===== src/sv/badc_pkg.sv =====
// shared types and constants of the bridge adc serial reader averager
// no dependencies
package badc_pkg;

    localparam int CFG_IDX_W  = 3;
    localparam int CFG_DATA_W = 24;
    localparam int RAW_W      = 24;
    localparam int NET_W      = 25;
    localparam int SUM_W      = 32;
    localparam int DIV_W      = 32;
    localparam int CNT_W      = 8;
    localparam int DIV_STEP_W = $clog2(DIV_W);
    localparam int EXT_W      = 33;

    localparam logic [CFG_IDX_W-1:0] CFG_GAIN_SELECT  = 3'd0;
    localparam logic [CFG_IDX_W-1:0] CFG_AVERAGE_CNT  = 3'd1;
    localparam logic [CFG_IDX_W-1:0] CFG_TARE_OFFSET  = 3'd2;
    localparam logic [CFG_IDX_W-1:0] CFG_HALF_PERIOD  = 3'd3;
    localparam logic [CFG_IDX_W-1:0] CFG_POWER_DOWN   = 3'd4;

    localparam logic [1:0] GAIN_CH_B_32 = 2'd1;
    localparam logic [1:0] GAIN_CH_A_64 = 2'd2;

    localparam logic [1:0] EXTRA_ONE   = 2'd1;
    localparam logic [1:0] EXTRA_TWO   = 2'd2;
    localparam logic [1:0] EXTRA_THREE = 2'd3;

    localparam logic signed [EXT_W-1:0] RAW_MAX = 33'sd8388607;
    localparam logic signed [EXT_W-1:0] RAW_MIN = -33'sd8388608;

    typedef enum logic [1:0] {
        PH_WAIT,
        PH_HIGH,
        PH_LOW
    } phase_t;

    typedef enum logic {
        CORE_RUN,
        CORE_DIV
    } core_state_t;

    typedef struct packed {
        logic                    sck_level;
        logic                    raw_valid;
        logic signed [RAW_W-1:0] raw_sample;
        logic                    net_valid;
        logic signed [NET_W-1:0] net_value;
    } result_t;

    typedef struct packed {
        logic             start;
        logic [DIV_W-1:0] dividend;
        logic [CNT_W-1:0] divisor;
    } div_req_t;

    typedef struct packed {
        logic             busy;
        logic [DIV_W-1:0] quotient;
    } div_rsp_t;

endpackage


===== src/sv/badc_queue.sv =====
// two-entry queue used at the input and at the result side
// no dependencies
module badc_queue #(
    parameter int WIDTH = 1
) (
    input  logic             clk,
    input  logic             rst_n,
    input  logic             push,
    input  logic [WIDTH-1:0] wdata,
    output logic             full,
    input  logic             pop,
    output logic [WIDTH-1:0] rdata,
    output logic             empty
);

    logic [WIDTH-1:0] entry_reg [2];
    logic             wr_ptr_reg;
    logic             wr_ptr_next;
    logic             rd_ptr_reg;
    logic             rd_ptr_next;
    logic [1:0]       count_reg;
    logic [1:0]       count_next;
    logic             push_ok;
    logic             pop_ok;

    assign full    = (count_reg == 2'd2);
    assign empty   = (count_reg == 2'd0);
    assign push_ok = push && !full;
    assign pop_ok  = pop && !empty;
    assign rdata   = entry_reg[rd_ptr_reg];

    always_comb
    begin
        wr_ptr_next = wr_ptr_reg ^ push_ok;
        rd_ptr_next = rd_ptr_reg ^ pop_ok;
        count_next  = count_reg;
        if (push_ok && !pop_ok)
        begin
            count_next = count_reg + 2'd1;
        end
        else if (pop_ok && !push_ok)
        begin
            count_next = count_reg - 2'd1;
        end
    end

    always_ff @(posedge clk)
    begin
        if (push_ok)
        begin
            entry_reg[wr_ptr_reg] <= wdata;
        end
    end

    always_ff @(posedge clk or negedge rst_n)
    begin
        if (!rst_n)
        begin
            wr_ptr_reg <= 1'b0;
            rd_ptr_reg <= 1'b0;
            count_reg  <= 2'd0;
        end
        else
        begin
            wr_ptr_reg <= wr_ptr_next;
            rd_ptr_reg <= rd_ptr_next;
            count_reg  <= count_next;
        end
    end

endmodule


===== src/sv/badc_divider.sv =====
// restoring unsigned divider, one quotient bit per cycle
// depends on badc_pkg
module badc_divider (
    input  logic              clk,
    input  logic              rst_n,
    input  badc_pkg::div_req_t req,
    output badc_pkg::div_rsp_t rsp
);

    logic                              busy_reg;
    logic                              busy_next;
    logic [badc_pkg::DIV_STEP_W-1:0]   step_reg;
    logic [badc_pkg::DIV_STEP_W-1:0]   step_next;
    logic [badc_pkg::DIV_W-1:0]        quot_reg;
    logic [badc_pkg::DIV_W-1:0]        quot_next;
    logic [badc_pkg::CNT_W-1:0]        rem_reg;
    logic [badc_pkg::CNT_W-1:0]        rem_next;
    logic [badc_pkg::CNT_W-1:0]        divisor_reg;
    logic [badc_pkg::CNT_W-1:0]        divisor_next;
    logic [badc_pkg::CNT_W:0]          trial;
    logic                              fits;

    assign trial = {rem_reg, quot_reg[badc_pkg::DIV_W-1]};
    assign fits  = (trial >= {1'b0, divisor_reg});

    always_comb
    begin
        busy_next    = busy_reg;
        step_next    = step_reg;
        quot_next    = quot_reg;
        rem_next     = rem_reg;
        divisor_next = divisor_reg;
        if (req.start)
        begin
            busy_next    = 1'b1;
            step_next    = badc_pkg::DIV_STEP_W'(badc_pkg::DIV_W - 1);
            quot_next    = req.dividend;
            rem_next     = '0;
            divisor_next = req.divisor;
        end
        else if (busy_reg)
        begin
            quot_next = {quot_reg[badc_pkg::DIV_W-2:0], fits};
            rem_next  = fits ? badc_pkg::CNT_W'(trial - {1'b0, divisor_reg})
                             : trial[badc_pkg::CNT_W-1:0];
            step_next = step_reg - 1'b1;
            if (step_reg == '0)
            begin
                busy_next = 1'b0;
            end
        end
    end

    always_ff @(posedge clk or negedge rst_n)
    begin
        if (!rst_n)
        begin
            busy_reg    <= 1'b0;
            step_reg    <= '0;
            quot_reg    <= '0;
            rem_reg     <= '0;
            divisor_reg <= '0;
        end
        else
        begin
            busy_reg    <= busy_next;
            step_reg    <= step_next;
            quot_reg    <= quot_next;
            rem_reg     <= rem_next;
            divisor_reg <= divisor_next;
        end
    end

    assign rsp.busy     = busy_reg;
    assign rsp.quotient = quot_reg;

endmodule


===== src/sv/badc_core.sv =====
// serial link sequencer, accumulator and configuration registers
// depends on badc_pkg; drives badc_divider through div_req_t
module badc_core #(
    parameter int SAMPLE_BITS = 24
) (
    input  logic                              clk,
    input  logic                              rst_n,
    input  logic                              cfg_valid,
    output logic                              cfg_ready,
    input  logic [badc_pkg::CFG_IDX_W-1:0]    cfg_index,
    input  logic [badc_pkg::CFG_DATA_W-1:0]   cfg_data,
    input  logic                              in_empty,
    input  logic                              in_data,
    output logic                              in_pop,
    input  logic                              out_full,
    output logic                              out_push,
    output badc_pkg::result_t                 out_data,
    output badc_pkg::div_req_t                div_req,
    input  badc_pkg::div_rsp_t                div_rsp
);

    localparam int PW = $clog2(SAMPLE_BITS + 4);

    logic [1:0]                           gain_reg;
    logic [badc_pkg::CNT_W-1:0]           avg_cnt_reg;
    logic signed [badc_pkg::RAW_W-1:0]    tare_reg;
    logic [7:0]                           half_period_reg;
    logic                                 power_down_reg;

    badc_pkg::core_state_t                state_reg;
    badc_pkg::core_state_t                state_next;
    badc_pkg::phase_t                     phase_reg;
    badc_pkg::phase_t                     phase_next;
    logic [7:0]                           half_reg;
    logic [7:0]                           half_next;
    logic [PW-1:0]                        pulse_reg;
    logic [PW-1:0]                        pulse_next;
    logic [SAMPLE_BITS-1:0]               shift_reg;
    logic [SAMPLE_BITS-1:0]               shift_next;
    logic signed [badc_pkg::SUM_W-1:0]    sum_reg;
    logic signed [badc_pkg::SUM_W-1:0]    sum_next;
    logic [badc_pkg::CNT_W-1:0]           samples_reg;
    logic [badc_pkg::CNT_W-1:0]           samples_next;
    logic signed [badc_pkg::RAW_W-1:0]    last_raw_reg;
    logic signed [badc_pkg::RAW_W-1:0]    last_raw_next;
    logic signed [badc_pkg::NET_W-1:0]    last_net_reg;
    logic signed [badc_pkg::NET_W-1:0]    last_net_next;
    logic                                 neg_reg;
    logic                                 neg_next;

    logic [7:0]                           hp;
    logic [badc_pkg::CNT_W-1:0]           cnt;
    logic [1:0]                           extra;
    logic [PW-1:0]                        total;
    logic [7:0]                           half_inc;
    logic                                 half_done;
    logic [PW-1:0]                        pulse_inc;
    logic [badc_pkg::CNT_W-1:0]           samples_inc;
    logic signed [badc_pkg::EXT_W-1:0]    raw_ext;
    logic signed [badc_pkg::RAW_W-1:0]    raw_sat;
    logic signed [badc_pkg::SUM_W-1:0]    sum_add;
    logic signed [badc_pkg::SUM_W-1:0]    avg;
    logic signed [badc_pkg::SUM_W-1:0]    net_full;
    logic signed [badc_pkg::NET_W-1:0]    net;
    logic                                 tick_sck;
    logic                                 tick_raw_valid;
    logic                                 go_div;

    assign cfg_ready = 1'b1;

    always_ff @(posedge clk or negedge rst_n)
    begin
        if (!rst_n)
        begin
            gain_reg        <= 2'd0;
            avg_cnt_reg     <= 8'd1;
            tare_reg        <= '0;
            half_period_reg <= 8'd1;
            power_down_reg  <= 1'b0;
        end
        else if (cfg_valid && cfg_ready)
        begin
            unique case (cfg_index)
                badc_pkg::CFG_GAIN_SELECT: gain_reg        <= cfg_data[1:0];
                badc_pkg::CFG_AVERAGE_CNT: avg_cnt_reg     <= cfg_data[7:0];
                badc_pkg::CFG_TARE_OFFSET: tare_reg        <= signed'(cfg_data);
                badc_pkg::CFG_HALF_PERIOD: half_period_reg <= cfg_data[7:0];
                badc_pkg::CFG_POWER_DOWN:  power_down_reg  <= cfg_data[0];
                default:
                begin
                end
            endcase
        end
    end

    assign hp  = (half_period_reg == 8'd0) ? 8'd1 : half_period_reg;
    assign cnt = (avg_cnt_reg == 8'd0) ? 8'd1 : avg_cnt_reg;

    always_comb
    begin
        unique case (gain_reg)
            badc_pkg::GAIN_CH_B_32: extra = badc_pkg::EXTRA_TWO;
            badc_pkg::GAIN_CH_A_64: extra = badc_pkg::EXTRA_THREE;
            default:                extra = badc_pkg::EXTRA_ONE;
        endcase
    end

    assign total       = PW'(SAMPLE_BITS) + PW'(extra);
    assign half_inc    = half_reg + 8'd1;
    assign half_done   = (half_inc >= hp) || (half_inc == 8'd0);
    assign pulse_inc   = pulse_reg + PW'(1);
    assign samples_inc = samples_reg + 8'd1;

    // sign-extend the captured word, then clamp to 24 bits
    assign raw_ext = badc_pkg::EXT_W'(signed'(shift_reg));
    always_comb
    begin
        priority if (raw_ext > badc_pkg::RAW_MAX)
        begin
            raw_sat = badc_pkg::RAW_MAX[badc_pkg::RAW_W-1:0];
        end
        else if (raw_ext < badc_pkg::RAW_MIN)
        begin
            raw_sat = badc_pkg::RAW_MIN[badc_pkg::RAW_W-1:0];
        end
        else
        begin
            raw_sat = raw_ext[badc_pkg::RAW_W-1:0];
        end
    end

    assign sum_add  = sum_reg + badc_pkg::SUM_W'(raw_sat);
    assign avg      = neg_reg ? -signed'(div_rsp.quotient) : signed'(div_rsp.quotient);
    assign net_full = avg - badc_pkg::SUM_W'(tare_reg);
    assign net      = net_full[badc_pkg::NET_W-1:0];

    always_comb
    begin
        state_next     = state_reg;
        phase_next     = phase_reg;
        half_next      = half_reg;
        pulse_next     = pulse_reg;
        shift_next     = shift_reg;
        sum_next       = sum_reg;
        samples_next   = samples_reg;
        last_raw_next  = last_raw_reg;
        last_net_next  = last_net_reg;
        neg_next       = neg_reg;
        tick_sck       = 1'b0;
        tick_raw_valid = 1'b0;
        go_div         = 1'b0;
        in_pop         = 1'b0;
        out_push       = 1'b0;
        out_data       = '0;
        div_req.start    = 1'b0;
        div_req.dividend = sum_add[badc_pkg::SUM_W-1] ? badc_pkg::DIV_W'(-sum_add)
                                                      : badc_pkg::DIV_W'(sum_add);
        div_req.divisor  = cnt;

        unique case (state_reg)
            badc_pkg::CORE_RUN:
            begin
                if (!in_empty && !out_full)
                begin
                    in_pop = 1'b1;
                    if (power_down_reg)
                    begin
                        tick_sck   = 1'b1;
                        phase_next = badc_pkg::PH_WAIT;
                        half_next  = '0;
                        pulse_next = '0;
                        shift_next = '0;
                    end
                    else
                    begin
                        unique case (phase_reg)
                            badc_pkg::PH_HIGH:
                            begin
                                tick_sck  = 1'b1;
                                half_next = half_inc;
                                if (half_done)
                                begin
                                    if (pulse_reg < PW'(SAMPLE_BITS))
                                    begin
                                        shift_next = {shift_reg[SAMPLE_BITS-2:0], in_data};
                                    end
                                    half_next  = '0;
                                    phase_next = badc_pkg::PH_LOW;
                                end
                            end
                            badc_pkg::PH_LOW:
                            begin
                                half_next = half_inc;
                                if (half_done)
                                begin
                                    half_next  = '0;
                                    pulse_next = pulse_inc;
                                    if (pulse_inc >= total)
                                    begin
                                        last_raw_next  = raw_sat;
                                        tick_raw_valid = 1'b1;
                                        if ((samples_inc >= cnt) || (samples_inc == 8'd0))
                                        begin
                                            div_req.start = 1'b1;
                                            go_div        = 1'b1;
                                            neg_next      = sum_add[badc_pkg::SUM_W-1];
                                            sum_next      = '0;
                                            samples_next  = '0;
                                        end
                                        else
                                        begin
                                            sum_next     = sum_add;
                                            samples_next = samples_inc;
                                        end
                                        phase_next = badc_pkg::PH_WAIT;
                                        half_next  = '0;
                                        pulse_next = '0;
                                        shift_next = '0;
                                    end
                                    else
                                    begin
                                        phase_next = badc_pkg::PH_HIGH;
                                    end
                                end
                            end
                            default:
                            begin
                                phase_next = in_data ? badc_pkg::PH_WAIT : badc_pkg::PH_HIGH;
                                half_next  = '0;
                                pulse_next = '0;
                                shift_next = '0;
                            end
                        endcase
                    end
                    if (go_div)
                    begin
                        state_next = badc_pkg::CORE_DIV;
                    end
                    else
                    begin
                        out_push            = 1'b1;
                        out_data.sck_level  = tick_sck;
                        out_data.raw_valid  = tick_raw_valid;
                        out_data.raw_sample = last_raw_next;
                        out_data.net_valid  = 1'b0;
                        out_data.net_value  = last_net_reg;
                    end
                end
            end
            badc_pkg::CORE_DIV:
            begin
                // averaging tick: result leaves once the quotient is in and the result queue has room
                if (!div_rsp.busy && !out_full)
                begin
                    out_push            = 1'b1;
                    last_net_next       = net;
                    out_data.sck_level  = 1'b0;
                    out_data.raw_valid  = 1'b1;
                    out_data.raw_sample = last_raw_reg;
                    out_data.net_valid  = 1'b1;
                    out_data.net_value  = net;
                    state_next          = badc_pkg::CORE_RUN;
                end
            end
            default:
            begin
                state_next = badc_pkg::CORE_RUN;
            end
        endcase
    end

    always_ff @(posedge clk or negedge rst_n)
    begin
        if (!rst_n)
        begin
            state_reg    <= badc_pkg::CORE_RUN;
            phase_reg    <= badc_pkg::PH_WAIT;
            half_reg     <= '0;
            pulse_reg    <= '0;
            shift_reg    <= '0;
            sum_reg      <= '0;
            samples_reg  <= '0;
            last_raw_reg <= '0;
            last_net_reg <= '0;
            neg_reg      <= 1'b0;
        end
        else
        begin
            state_reg    <= state_next;
            phase_reg    <= phase_next;
            half_reg     <= half_next;
            pulse_reg    <= pulse_next;
            shift_reg    <= shift_next;
            sum_reg      <= sum_next;
            samples_reg  <= samples_next;
            last_raw_reg <= last_raw_next;
            last_net_reg <= last_net_next;
            neg_reg      <= neg_next;
        end
    end

endmodule


===== src/sv/bridge_adc_serial_reader_averager.sv =====
// top level of the bridge adc serial reader averager
// depends on badc_pkg, badc_queue, badc_divider, badc_core
//
// channel   | handshake            | payload
// ----------+----------------------+---------------------------------------------
// tick in   | push / full          | dout_level
// result    | empty / pop          | sck_level raw_valid raw_sample net_valid net_value
// config    | cfg_valid / cfg_ready| cfg_index cfg_data
//
// one cycle per tick in steady flow; the tick that closes an average holds the core in its
// divide state while the 32-step divider runs, and its result is pushed once the quotient is in
// reset restores every control register and counter at once (queue entries are not cleared), no clearing pass
// input and result queues hold two transactions each, so either side may stall
// cfg_ready is always high; writes must come while no tick is in flight, which the block does not enforce
module bridge_adc_serial_reader_averager #(
    parameter int SAMPLE_BITS = 24
) (
    input  logic                              clk,
    input  logic                              rst_n,
    input  logic                              push,
    output logic                              full,
    input  logic                              dout_level,
    output logic                              empty,
    input  logic                              pop,
    output logic                              sck_level,
    output logic                              raw_valid,
    output logic signed [badc_pkg::RAW_W-1:0] raw_sample,
    output logic                              net_valid,
    output logic signed [badc_pkg::NET_W-1:0] net_value,
    input  logic                              cfg_valid,
    output logic                              cfg_ready,
    input  logic [badc_pkg::CFG_IDX_W-1:0]    cfg_index,
    input  logic [badc_pkg::CFG_DATA_W-1:0]   cfg_data
);

    logic                 in_empty;
    logic                 in_data;
    logic                 in_pop;
    logic                 out_full;
    logic                 out_push;
    badc_pkg::result_t    out_wdata;
    badc_pkg::result_t    out_rdata;
    badc_pkg::div_req_t   div_req;
    badc_pkg::div_rsp_t   div_rsp;

    badc_queue #(
        .WIDTH (1)
    ) u_front (
        .clk   (clk),
        .rst_n (rst_n),
        .push  (push),
        .wdata (dout_level),
        .full  (full),
        .pop   (in_pop),
        .rdata (in_data),
        .empty (in_empty)
    );

    badc_core #(
        .SAMPLE_BITS (SAMPLE_BITS)
    ) u_core (
        .clk       (clk),
        .rst_n     (rst_n),
        .cfg_valid (cfg_valid),
        .cfg_ready (cfg_ready),
        .cfg_index (cfg_index),
        .cfg_data  (cfg_data),
        .in_empty  (in_empty),
        .in_data   (in_data),
        .in_pop    (in_pop),
        .out_full  (out_full),
        .out_push  (out_push),
        .out_data  (out_wdata),
        .div_req   (div_req),
        .div_rsp   (div_rsp)
    );

    badc_divider u_divider (
        .clk   (clk),
        .rst_n (rst_n),
        .req   (div_req),
        .rsp   (div_rsp)
    );

    badc_queue #(
        .WIDTH ($bits(badc_pkg::result_t))
    ) u_result (
        .clk   (clk),
        .rst_n (rst_n),
        .push  (out_push),
        .wdata (out_wdata),
        .full  (out_full),
        .pop   (pop),
        .rdata (out_rdata),
        .empty (empty)
    );

    assign sck_level  = out_rdata.sck_level;
    assign raw_valid  = out_rdata.raw_valid;
    assign raw_sample = out_rdata.raw_sample;
    assign net_valid  = out_rdata.net_valid;
    assign net_value  = out_rdata.net_value;

endmodule


===== config.mk =====
export PLATFORM = sky130hd
export DESIGN_NAME = bridge_adc_serial_reader_averager
export DESIGN_NICKNAME = d
export VERILOG_FILES = /design/src/sv/badc_pkg.sv /design/src/sv/badc_queue.sv /design/src/sv/badc_divider.sv /design/src/sv/badc_core.sv /design/src/sv/bridge_adc_serial_reader_averager.sv
export SDC_FILE = /design/constraint.sdc
export NUM_CORES = 1
export LEC_CHECK = 0
export BUFFER_PORTS_ARGS = -buffer_cell sky130_fd_sc_hd__buf_2
export CAP_MARGIN = 30
export CORE_MARGIN = 3
export CORE_UTILIZATION = 40
export CTS_CLUSTER_SIZE = 16
export DETAILED_ROUTE_END_ITERATION = 10
export PLACE_DENSITY = 0.65
export SETUP_SLACK_MARGIN = 0.15
export SLEW_MARGIN = 20
export SYNTH_ARGS = -nofsm -noshare
export SYNTH_HDL_FRONTEND = slang
export SYNTH_SLANG_ARGS = --single-unit

===== constraint.sdc =====
create_clock -name clk -period 4.3 [get_ports clk]
set_input_delay 0.645 -clock clk [delete_from_list [all_inputs] [get_ports clk]]
set_output_delay 0.645 -clock clk [all_outputs]
set_load 0.02 [all_outputs]

==> run metrics <==
total power=10.8 mW; # diodes=0; Synth Warn #=0; drt first pass iters=6; cts hold-fix bufs=0; cell taking the most area after synthesis=dfrtp_1; RSZ-0062 raised after global routing=no; reg-to-reg slack, setup=0.36 ns; vias in the first global route=14503; R2R depth=16; crit-path max FO=6; clk sinks=341; Worst-Margin Slew=0.813 ns; Cell Chain, Critical Path=nor3_4 -> nand3_1 -> or3_4 -> or3_1 -> o21ai_2 -> xnor2_1 -> ha_1 -> a21o_1 -> a211oi_2 -> nand3b_1 -> o21ai_2 -> o21ai_1 -> a21o_1 -> a21oi_1 -> xor2_1 -> o21ai_0; synthesized area=19600 µm²; worst path bufs/invs=0; Synth Area in Adders=0.0658; Leak=9.99 nW; Largest register FFs=104; IO buf count=86; Die W=227 µm; fraction of layout cells with a size suffix above 1=0.161; Die Ht=227 µm; via count=14912; Pins Over Slew Limit=0; Post-synth top cells=nand2_1, dfrtp_1, o21ai_0; final hold vios=0; PD cells=487 nW/µm²; Area Growth Syn to Fin=13.2%; Synth Register Bits=341; DR DRC count=0; Placed Cells=2647; GPL Wtd Cong=0.911; placed inst area=20800 µm²; status=finished clean; gr ovfl total=0; family with the most delay on the worst path=compound AO/OA/AOI/OAI gates; global-route wire length before repair=75100 µm; CTS buffer count=39; Synth Area in Compound Gates=0.157; Worst-Skew Late Latency=0.54 ns; slowest CP cell=dfrtp_2; Initial Util=0.407; clk slew on worst S/H paths=0.06 ns; Required @ worst endpoint=4.55 ns; Avg Inst Size Synth=9.72 µm²; Primary FF master, synth=dfrtp_1; Fmax=254 MHz; Critical Path Max Stage Delay=0.45 ns; setup TNS=0 ns; Total GRT Usage=0.178; die area=51600 µm²; sequential area share after synthesis=0.464; relative slew slack=0.444; hpwl dp=33300 µm; reg-to-reg startpoint=u_divider.quot_reg[2]$_DFFE_PN0P_; crit end category=flop; initial antenna violation count=0; top-area cell type share of the netlist area=0.298; Critical Path Start Type=flop; critical path class=flop to flop; largest net degree at the start of global routing=120; CTS tree=done; H-tree depth=2; worst min path class=input pin to async pin; remaining antenna violation count=0; wire length per cell=17.2 µm; post-layout minimum cycle time=3.94 ns; period utilization=0.916; Routed WL=46800 µm; mux cell area share after synthesis=0.0670; post-synthesis cell type count=85; Setup Viol. Count Final=0; clk buf depth=3; Syn Nets=2146; via/cell ratio=5.48; Post-synth ARST share=0.689; setup ws final=0.361 ns; worst r2r dst=u_result.entry_reg[1][20]$_DFFE_PP_; Place WS=0.0598 ns; clock skew=0.0139 ns; Synth area leaders=dfrtp_1, edfxtp_1, nand2_1; max-cap violations=0; Syn Inst Count=2012; Synth Area in XOR/XNOR=0.0506; Post-synth EDFFs=106; Critical Path AT=4.19 ns; DR iter-0 viols=918; count leader, synth=nand2_1; VDD IR-drop max=0.500 mV; Net count, final=2211; row cnt=80; core footprint=48000 µm²; I/O pins=88; Fillers=4419; largest family of logic cells by synthesized area=compound AO/OA/AOI/OAI gates; design area=22100 µm²; Synth Area in Simple Gates=0.151; clk root buf=clkbuf_16; Final Instance Count excl. Fillers=2722; crit path launch=u_divider.quot_reg[2]$_DFFE_PN0P_
[worst max path at each step]
stage | cells after the start | slack [ns] | end
final | 16 | 0.36 | u_result.entry_reg[1][20]$_DFFE_PP_
after global routing | 16 | 0.14 | u_result.entry_reg[0][20]$_DFFE_PP_
after CTS | 16 | 0.20 | u_result.entry_reg[1][20]$_DFFE_PP_
after detailed placement | 16 | 0.06 | u_result.entry_reg[1][20]$_DFFE_PP_
after global placement | 16 | 0.18 | u_result.entry_reg[0][20]$_DFFE_PP_
after floorplan | 13 | -0.30 | u_result.entry_reg[1][0]$_DFFE_PP_
[placed cells by master, fill, tap and decap left out, types with 8 or more instances in the layout]
master,instances
buf_4,49
buf_2,85
o211ai_1,8
a31oi_1,27
nand2_1,331
o31ai_1,35
o21ai_1,9
nor4_1,8
and3_1,11
a211oi_1,16
nand3_1,39
or4_1,9
ha_1,95
or2_2,9
nor2b_1,34
mux2_2,87
a21o_1,45
edfxtp_1,106
nor3_1,25
dfrtp_1,230
o21a_1,16
xor2_1,35
clkbuf_1,13
o41ai_1,8
mux2i_1,33
xnor2_1,77
clkbuf_16,41
o21ai_0,176
nand2b_1,23
a21oi_1,66
inv_1,110
nor2_1,69
nand4_1,13
[kinds of logic after synthesis]
logic type | after synthesis
AND/OR/NAND/NOR | 625
AO/OA/AOI/OAI | 482
flip-flops | 341
buffers and inverters | 229
multiplexers | 120
XOR/XNOR | 113
adder cells (fa/ha/maj) | 101
other | 1
[where the power goes]
group	switching, mW	total (mW)	internal [mW]
Sequential	0.248	4.35	4.10
Combinational	2.03	3.23	1.20
Clock	1.31	3.21	1.90
Total	3.59	10.8	7.20
[final cells by class]
cell class / count / area [µm²] / area share
clock buffer: 59 / 1140 / 0.0517
timing repair buffer: 141 / 918 / 0.0415
tap: 615 / 769 / 0.0348
clock inverter: 12 / 98.8 / 0.00447
sequential: 341 / 9070 / 0.410
multi-input combinational: 1442 / 9720 / 0.439
inverter: 112 / 420 / 0.0190
[what timing repair did]
item | CTS | global route
resized for setup | 3 | 17
pin swaps | 0 | 8
endpoints found under the setup margin | 4 | 121
setup buffers | 0 | 3
[metal layers]
layer,vias to the layer above,track usage,share of wire
li1,7244,-,-
met1,7281,0.236,0.45
met2,317,0.306,0.48
met3,70,0.0218,0.042
met4,0,0.0557,0.025
met5,-,0,0
[metrics by stage]
| step | util | hold WS (ns) |
|---|---|---|
| after detailed placement | 0.432 | 0.463 |
| final | 0.461 | 0.150 |
| after global placement | 0.432 | 0.458 |
| after global routing | 0.461 | 0.215 |
| after floorplan | - | 0.349 |
| after CTS | 0.458 | 0.196 |
No activity file was read; power rests on OpenSTA's default activity.
